$ cat config.mk
export PLATFORM = sky130hd
export DESIGN_NAME = gbs_ctrl
export DESIGN_NICKNAME = d
export VERILOG_FILES = /design/src/sv/gbs_pkg.sv /design/src/sv/gbs_ctrl.sv
export SDC_FILE = /design/constraint.sdc
export NUM_CORES = 1
export LEC_CHECK = 0
export BUFFER_PORTS_ARGS = -buffer_cell sky130_fd_sc_hd__buf_2
export CAP_MARGIN = 20
export CORE_AREA = 2 2 39 41
export CTS_CLUSTER_DIAMETER = 200
export CTS_CLUSTER_SIZE = 8
export DETAILED_ROUTE_END_ITERATION = 10
export DIE_AREA = 0 0 41 43
export PLACE_DENSITY_LB_ADDON = 0.12
export SLEW_MARGIN = 40
export SYNTH_ARGS = -nofsm -noshare
export SYNTH_HDL_FRONTEND = slang
export SYNTH_SLANG_ARGS = --single-unit
$ cat constraint.sdc
create_clock -name clk -period 1.37 [get_ports clk]
set_clock_uncertainty 0.05 [all_clocks]
set_input_delay 0.0685 -clock clk [delete_from_list [all_inputs] [get_ports clk]]
set_output_delay 0.0685 -clock clk [all_outputs]
set_load 0.01 [all_outputs]
$ cat src/sv/gbs_pkg.sv
package gbs_pkg;

    // fixed field widths
    localparam int VALW  = 16;
    localparam int LABW  = 5;
    localparam int CFGW  = 5;
    localparam int BFW   = 4;
    localparam int IMPW  = 18;
    localparam int STW   = 2;
    localparam int QBITS = 16;

    // running best before the first candidate: 3.0 in Q16
    localparam logic [IMPW-1:0] BEST_START = IMPW'(3 << QBITS);

    // result status codes
    localparam logic [STW-1:0] ST_FOUND    = 2'd0;
    localparam logic [STW-1:0] ST_FEW      = 2'd1;
    localparam logic [STW-1:0] ST_OVERFLOW = 2'd2;

    // register index
    localparam int REG_NUM_FEATURES = 0;

    // controller to datapath
    typedef struct packed {
        logic load_en;
        logic srch_init;
        logic thr_rd;
        logic thr_cap;
        logic scan_rd;
        logic div_l;
        logic div_r;
        logic cmp;
        logic out_load;
    } gbs_cmd_t;

    // datapath to controller
    typedef struct packed {
        logic few;
        logic last_s;
        logic last_cand;
        logic div_done;
        logic out_free;
    } gbs_stat_t;

endpackage

$ cat src/sv/gbs_ctrl.sv
module gbs_ctrl (
    input  logic                clk,
    input  logic                rst_n,
    input  logic                in_valid,
    input  logic                in_last,
    output logic                in_stall,
    input  gbs_pkg::gbs_stat_t  stat,
    output gbs_pkg::gbs_cmd_t   cmd
);

    typedef enum logic [3:0] {
        S_LOAD, S_START, S_THR_ADDR, S_THR_CAP, S_SCAN, S_SCAN_END,
        S_DIV_L, S_WAIT_L, S_DIV_R, S_WAIT_R, S_CMP, S_OUT
    } state_t;

    state_t state_reg;

    // state register
    always_ff @(posedge clk or negedge rst_n)
    begin
        if (!rst_n)
        begin
            state_reg <= S_LOAD;
        end
        else
        begin
            unique case (state_reg)
                S_LOAD:     if (in_valid && in_last) state_reg <= S_START;
                S_START:    state_reg <= stat.few ? S_OUT : S_THR_ADDR;
                S_THR_ADDR: state_reg <= S_THR_CAP;
                S_THR_CAP:  state_reg <= S_SCAN;
                S_SCAN:     if (stat.last_s) state_reg <= S_SCAN_END;
                S_SCAN_END: state_reg <= S_DIV_L;
                S_DIV_L:    state_reg <= S_WAIT_L;
                S_WAIT_L:   if (stat.div_done) state_reg <= S_DIV_R;
                S_DIV_R:    state_reg <= S_WAIT_R;
                S_WAIT_R:   if (stat.div_done) state_reg <= S_CMP;
                S_CMP:      state_reg <= stat.last_cand ? S_OUT : S_THR_ADDR;
                S_OUT:      if (stat.out_free) state_reg <= S_LOAD;
                default:    state_reg <= S_LOAD;
            endcase
        end
    end

    // command decode
    always_comb
    begin
        cmd           = '0;
        cmd.load_en   = (state_reg == S_LOAD) && in_valid;
        cmd.srch_init = (state_reg == S_START);
        cmd.thr_rd    = (state_reg == S_THR_ADDR);
        cmd.thr_cap   = (state_reg == S_THR_CAP);
        cmd.scan_rd   = (state_reg == S_SCAN);
        cmd.div_l     = (state_reg == S_DIV_L);
        cmd.div_r     = (state_reg == S_DIV_R);
        cmd.cmp       = (state_reg == S_CMP);
        cmd.out_load  = (state_reg == S_OUT) && stat.out_free;
    end

    assign in_stall = (state_reg != S_LOAD);

endmodule

# After elaboration in Yosys (flattened, before gate mapping)
# Index checks and enable logic that the tools add are counted.
[word_totals] regBits=4 inputBits=9 out_inout_bits=10 wordCells=31
[classes] n_eq_ne=16 n_mux=8 n_reduce_logical=6
[ops] op="4-bit one-hot mux with 12 select lines" n=1
[ops] op="4-bit two-way mux" n=7
[ops] op="4-bit by 3-bit equality test with 1-bit output (second input constant)" n=4
[ops] op="4-bit equality test (second input constant)" n=4
[ops] op="2-bit inequality test (second input constant)" n=5
[ops] op="4-bit by 2-bit equality test with 1-bit output (second input constant)" n=2
[ops] op="5-bit AND reduction" n=1
[ops] op="4-bit by 1-bit equality test with 1-bit output (second input constant)" n=1
[ops] op="4-bit logical NOT" n=1
[ops] op="4-bit nonzero test" n=1
[ops] op="1-bit logical AND" n=3

# Depth between registers and ports, before layout
# Gate-level depths: netlist of run 1.
[depth] word_depth=3 mapped_depth=5 depth_no_buf=4

# Worst setup path after synthesis of run 1
# No wires, ideal clock.
[synth_path] path_type="flip-flop to flip-flop" from="register state_reg[1]" to="register state_reg[0]" arrival_ns=1.293 required_ns=1.191 path_slack_ns=-0.102 path_stages_with_launch=5 n_path_buf=0 period_less_slack_ns=1.472 path_cell_list="dfrtp_1 or4b_4 o32ai_4 a221o_2 o21ai_2"
[synth_via] elab_chain_cells=3 word_cells_on_any_way=19
[synth_lines] element="start: declaration" line_no="gbs_ctrl.sv:16" text="state_t state_reg;"
[synth_lines] element="start signal: assignment" line_no="gbs_ctrl.sv:29" text="S_START: state_reg <= stat.few ? S_OUT : S_THR_ADDR;"
[synth_lines] element="start signal: assignment" line_no="gbs_ctrl.sv:38" text="S_CMP: state_reg <= stat.last_cand ? S_OUT : S_THR_ADDR;"
[synth_lines] element="4-bit by 3-bit equality test with 1-bit output (tied with other cells)" line_no="gbs_ctrl.sv:27" text="unique case (state_reg)"
[synth_lines] element="2-bit inequality test (no source line)"
[synth_lines] element="5-bit AND reduction (no source line)"
# Several ways; a longest one is shown, not always the timed one.
# A chain may end at the register's enable or synchronous reset.

# Worst setup path in the final report of run 1
[layout_path] from="register state_reg[3]" to="register state_reg[0]"
# The elaborated chain is that of the path after synthesis.

==> results of run 1 <==
[metrics by stage]
stage                     power (uW)  area, sq um
final                           1670          790
after global routing            1800          790
after CTS                       1360          657
after detailed placement        1030          549
after global placement          1030          549
after floorplan                  776          415
[cell families after synthesis]
family / after synthesis / share of synthesized area (%)
compound gates: 12 / 25.6
buf+inv: 7 / 9.64
flops: 4 / 24.1
simple gates: 29 / 40.7
[repair_timing]
action / 4_1_cts / 5_1_grt
setup buffers: 4 / 8
endpoints found under the hold margin: 4 / 0
cloned: 0 / 1
resized for setup: 10 / 15
hold buffers: 1 / 0
pin swaps: 4 / 1
setup endpoints to repair: 10 / 12
[cell usage after synthesis (all sizes together)]
master	instances
nand2	4
or2b	2
o31ai	1
nor4b	1
a221o	1
nand3	1
a21oi	2
inv	3
nor3b	1
o32ai	1
nand2b	4
nor3	6
buf	2
a21o	1
nor2	5
nor4	1
nor2b	1
a211oi	3
clkbuf	1
dlygate4sd1	1
or4b	1
and4b	1
dfrtp	4
and2	1
o21ai	3
[worst max-delay path: stages, from the launching register on]
cell and delay [ns]:
dfrtp_2 0.43, or4b_4 0.51, o32ai_4 0.15, a221o_2 0.17
o21ai_2 0.04
[worst max-delay path by stage]
| stage | slack [ns] | end | from | depth (start not counted) |
|---|---|---|---|---|
| after global routing | -0.18 | cmd[8] | state_reg[3] | 4 |
| after CTS | -0.12 | cmd[8] | state_reg[3] | 4 |
| after detailed placement | -0.08 | state_reg[0] | state_reg[0] | 4 |
| after global placement | -0.08 | state_reg[0] | state_reg[0] | 4 |
| final | -0.11 | state_reg[0] | state_reg[3] | 4 |
| after floorplan | -0.06 | state_reg[0] | state_reg[0] | 4 |
[area by class of cell]
type	count	area, sq um
clock buffers	3	22.5
fillers	138	594
inverters	3	11.3
multi-input cells	41	344
flip-flops and latches	4	101
well taps	16	20.0
repair buffers	39	290
[metal layers]
metal	share of wire [%]	global-route usage, %
met5	0	0
met4	0	4.00
met3	4.8	4.71
met2	56	24.4
met1	39	17.2
[power breakdown]
group | total (uW) | internal, uW | switching [uW]
logic | 1300 | 690 | 605
registers | 227 | 177 | 50.0
clock network | 146 | 98.0 | 47.9
==> summary.md, run 1 <==
| Metric | Value |
|---|---|
| Die Area | `1760 sq um` |
| Crit end category | `flop` |
| CTS Buffer Depth | `2` |
| Worst r2r dst | `state_reg[0]` |
| Clk slew on worst S/H paths | `0.04 ns` |
| Final setup fails | `7` |
| Failing checks | `negative setup slack` |
| Area leader, netlist | `dfrtp_1` |
| Most frequent cells in the layout | `buf_2 (17), buf_4 (11), buf_6 (10)` |
| Most common cell after layout, fill and taps aside | `buf_2` |
| Worst-Margin Slew | `0.273 ns` |
| Synth top area cells | `dfrtp_1 (24%), nor3_1 (7.2%), o32ai_4 (6.6%), nand2b_1 (6.0%), a211oi_1 (5.4%)` |
| Yosys reg bits | `4` |
| Antenna Nets Post-Route | `0` |
| Detailed Routing Iterations Pass 1 | `4` |
| Max_slew headroom | `81.6%` |
| RSZ-0062 raised after global routing | `yes` |
| Setup Total Neg Slack | `-0.423 ns` |
| Non-Filler Instances | `106` |
| WL/cell | `12.3 microns` |
| Setup WS post-layout | `-0.114 ns` |
| Number of antenna violations at the first check in global routing | `0` |
| Pins Over Slew Limit | `0` |
| Vias in the first global route | `468` |
| Largest net degree at the start of global routing | `14` |
| Post-Synthesis Cells | `52` |
| Cell Area, Synth | `slightly above 400 sq um` |
| DR iter-0 viols | `5` |
| Hold slack | `0.118 ns` |
| Share of the synthesized area in the top cell type | `24.1%` |
| Hold Path Class | `input pin to asynchronous set/reset pin` |
| Initial core utilization | `30.0%` |
| Mean Syn Cell Area | `7.99 sq um` |
| Clock Latency Late Sink | `0.23 ns` |
| Pre-CTS WS | `-0.0800 ns` |
| Min cycle time layout | `around 1.5 ns` |
| Via-to-Cell Ratio | `roughly 4.9` |
| Highest clock rate | `0.674 GHz` |
| H-tree depth | `1` |
| LEAKAGE | `0.000377 uW` |
| GP Congestion | `0.733` |
| Synth unique cells | `28` |
| Yosys warns | `0` |
| Layout cells sized above 1 | `63.3%` |
| Critical Path AT | `between 1.5 and 2 ns` |
| Final Hold Fails | `0` |
| Sink Count | `4` |
| Vias post-DR | `approximately 520` |
| Die Ht | `43 microns` |
| Max FFs per register | `4` |
| First-pass GRT wire length | `1790 microns` |
| Layout net count | `approximately 100` |
| CTS tree | `built` |
| Worst reg-to-reg path cell count | `4` |
| Die Span X | `41 microns` |
| Post-Route Utilization | `57.1%` |
| Mapped Nets | `61` |
| Maxcap violations | `0` |
| Peak supply drop | `0.000992 V` |
| Dpl cells | `89` |
| CP max FO | `4` |
| R2R Path Start | `state_reg[3]` |
| DRC Markers | `0` |
| Total GRT Usage | `14.7%` |
| Core area | `1380 sq um` |
| Period utilisation layout | `108%` |
| Reg-to-reg setup timing slack | `-0.11 ns` |
| Worst Setup Path Type | `flop to flop` |
| Inserted Diodes | `0` |
| Area Overhead vs Synth | `90.1%` |
| IO Port Bufs | `18` |
| DRT Wirelength | `1300 microns` |
| Total gr overflow | `0` |
| WP data required | `1.43 ns` |
| DP HPWL | `824 microns` |
| Core Rows | `14` |
| Post-synthesis sequential area ratio | `24.1%` |
| # IOs | `19` |
| CTS root buf | `clkbuf_4` |
| CP startpoint kind | `flop` |
| Num CTS Buffers | `3` |
| Outcome | `complete, but fails checks` |
| Pwr dens | `2110 nW/um^2` |
Note: power is estimated with default switching activity, not from simulation.
==> run 2: changes to the inputs <==
clock period = 1.6 ns   (was 1.37 ns; I/O delays follow)
==> run 2 against run 1 <==
  * The flow now finishes without violations
  * Cell area decreased by 27%
  * First-iteration DRC count decreased by 40%
  * Power decreased by 40%
  * Final cell count decreased by 15%
  * Sequential cell count unchanged
  * Largest cell class unchanged
  * Highest routed layer unchanged
==> summary.md, run 2 (synthesis gave the netlist of run 1 again) <==
| Metric | Value |
|---|---|
| Reg-to-reg setup timing slack | `0.13 ns (was -0.11 ns)` |
| WL/cell | `12.2 microns (was 12.3 microns)` |
| IO Port Bufs | `18 (unchanged)` |
| Initial core utilization | `30.0% (unchanged)` |
| Post-CTS Setup Bufs | `0 (was 4)` |
| Core area | `1380 sq um (unchanged)` |
| Final Hold Fails | `0 (unchanged)` |
| Tot Pwr | `1010 uW (was 1670 uW)` |
| Clk slew on worst S/H paths | `0.04 ns (about the same)` |
| Non-Filler Instances | `90 (was 106)` |
| CTS root buf | `clkbuf_4 (unchanged)` |
| Period utilisation layout | `approximately 94%` |
| GP Congestion | `0.700 (was 0.733)` |
| Dpl cells | `86 (was 89)` |
| Max_slew headroom | `82.9% (was 81.6%)` |
| Crit end category | `output port (was flop)` |
| Largest net degree at the start of global routing | `15 (was 14)` |
| Min cycle time layout | `1.51 ns` |
| Num CTS Buffers | `3 (unchanged)` |
| R2R Path Start | `state_reg[3] (unchanged)` |
| Die Area | `1760 sq um (unchanged)` |
| Antenna Nets Post-Route | `0 (unchanged)` |
| Sink Count | `4 (unchanged)` |
| LEAKAGE | `0.000274 uW (was 0.000377 uW)` |
| Number of antenna violations at the first check in global routing | `0 (unchanged)` |
| Area Overhead vs Synth | `38.3% (was 90.1%)` |
| Setup Total Neg Slack | `0 ns (was -0.423 ns)` |
| DRT Wirelength | `1100 microns (was 1300 microns)` |
| Highest clock rate | `0.663 GHz` |
| Die Ht | `43 microns (unchanged)` |
| Fillers | `153 (was 138)` |
| H-tree depth | `1 (unchanged)` |
| CTS tree | `built (unchanged)` |
| Pins Over Slew Limit | `0 (unchanged)` |
| Hold slack | `0.129 ns (was 0.118 ns)` |
| First-pass GRT wire length | `1710 microns (was 1790 microns)` |
| Peak supply drop | `0.000806 V (was 0.000992 V)` |
| Clock Latency Late Sink | `0.24 ns (was 0.23 ns)` |
| Die Span X | `41 microns (unchanged)` |
| Total gr overflow | `0 (unchanged)` |
| Vias in the first global route | `418 (was 468)` |
| CP startpoint kind | `flop (unchanged)` |
| RSZ-0062 raised after global routing | `no (was yes)` |
| Core Rows | `14 (unchanged)` |
| Hold Path Class | `input pin to asynchronous set/reset pin (unchanged)` |
| CTS Buffer Depth | `2 (unchanged)` |
| WP data required | `1.47 ns (was 1.43 ns)` |
| Via-to-Cell Ratio | `4.92 (was 4.94)` |
| Worst r2r dst | `state_reg[0] (unchanged)` |
| Critical Path AT | `1.38 ns (was 1.54 ns)` |
| Maxcap violations | `0 (unchanged)` |
| DP HPWL | `814 microns (was 824 microns)` |
| DRC Markers | `0 (unchanged)` |
| Max FFs per register | `4 (unchanged)` |
| Pre-CTS WS | `0.123 ns (was -0.0800 ns)` |
| Most common cell after layout, fill and taps aside | `buf_2 (unchanged)` |
| CP max FO | `14 (was 4)` |
| Inserted Diodes | `0 (unchanged)` |
| Vias post-DR | `443 (was 524)` |
| Setup WS post-layout | `0.0909 ns (was -0.114 ns)` |
| # IOs | `19 (unchanged)` |
| Layout cells sized above 1 | `43.2% (was 63.3%)` |
| Final setup fails | `0 (was 7)` |
| DR iter-0 viols | `3 (was 5)` |
| Pwr dens | `1750 nW/um^2 (was 2110 nW/um^2)` |
| Worst Setup Path Type | `flop to output port (was flop to flop)` |
| Worst-Margin Slew | `0.254 ns (was 0.273 ns)` |
| Total GRT Usage | `14.1% (was 14.7%)` |
| Most frequent cells in the layout | `buf_2 (18), nor3_1 (6), nor2_1 (5) (was buf_2 (17), buf_4 (11), buf_6 (10))` |
| Outcome | `finished, final reports clean (was complete, but fails checks)` |
| Layout net count | `85 (was 101)` |
| Worst reg-to-reg path cell count | `4 (unchanged)` |
| Detailed Routing Iterations Pass 1 | `4 (unchanged)` |
[run 2: cell types whose count changed in the layout (fill, tap and decap cells not counted), sizes merged]
| cell | before | now |
|---|---|---|
| buf | 38 | 22 |
[run 2: power breakdown]
part           switching, uW  total, uW  internal (uW)  leakage, uW
Clock                   44.2        128           84.1    0.0000138
Combinational            384        686            302     0.000212
Sequential              41.8        192            150    0.0000479
Total                    470       1010            536     0.000274
[run 2: repair_timing]
action,in CTS,in global routing
gates resized for setup,1,1
hold buffers,1,0
endpoints found under the hold margin,4,0
setup endpoints to repair,1,1
pin swaps,0,0
gates cloned,0,0
[run 2: through the flow]
| stage | cell area (sq um) | utilization, % |
|---|---|---|
| final | 574 | 41.5 |
| after detailed placement | 527 | 38.1 |
| after global routing | 574 | 41.5 |
| after floorplan | 415 | - |
| after global placement | 527 | 38.1 |
| after CTS | 566 | 40.9 |
[run 2: per-layer routing]
layer / up-vias / track usage, % / routed length, microns
li1: 233 / - / -
met1: 196 / 17.4 / 470
met2: 14 / 23.4 / 566
met3: 0 / 3.14 / 64
met4: 0 / 4.00 / 0
met5: - / 0 / 0
[run 2: area by class of cell]
cell class              count  area (sq um)  area share [%]
repair buffers             23           130            22.7
flip-flops and latches      4           100            17.4
inverters                   3          11.3            1.96
clock buffers               3          22.5            3.92
multi-input cells          41           290            50.5
well taps                  16          20.0            3.49
[run 2: worst max-delay path by stage]
| stage | cells past startpoint | end | slack (ns) | from |
|---|---|---|---|---|
| final | 4 | cmd[8] | 0.09 | state_reg[1] |
| after floorplan | 4 | state_reg[0] | 0.13 | state_reg[1] |
| after CTS | 4 | cmd[8] | 0.04 | state_reg[3] |
| after detailed placement | 4 | state_reg[0] | 0.12 | state_reg[3] |
| after global placement | 4 | state_reg[0] | 0.12 | state_reg[1] |
| after global routing | 4 | cmd[8] | 0.02 | state_reg[3] |
[run 2: worst max-delay path: stages, from the launching register on]
cell     delay (ns)
dfrtp_1        0.36
buf_4          0.19
nor4_4         0.31
and2_1         0.16
buf_2          0.12
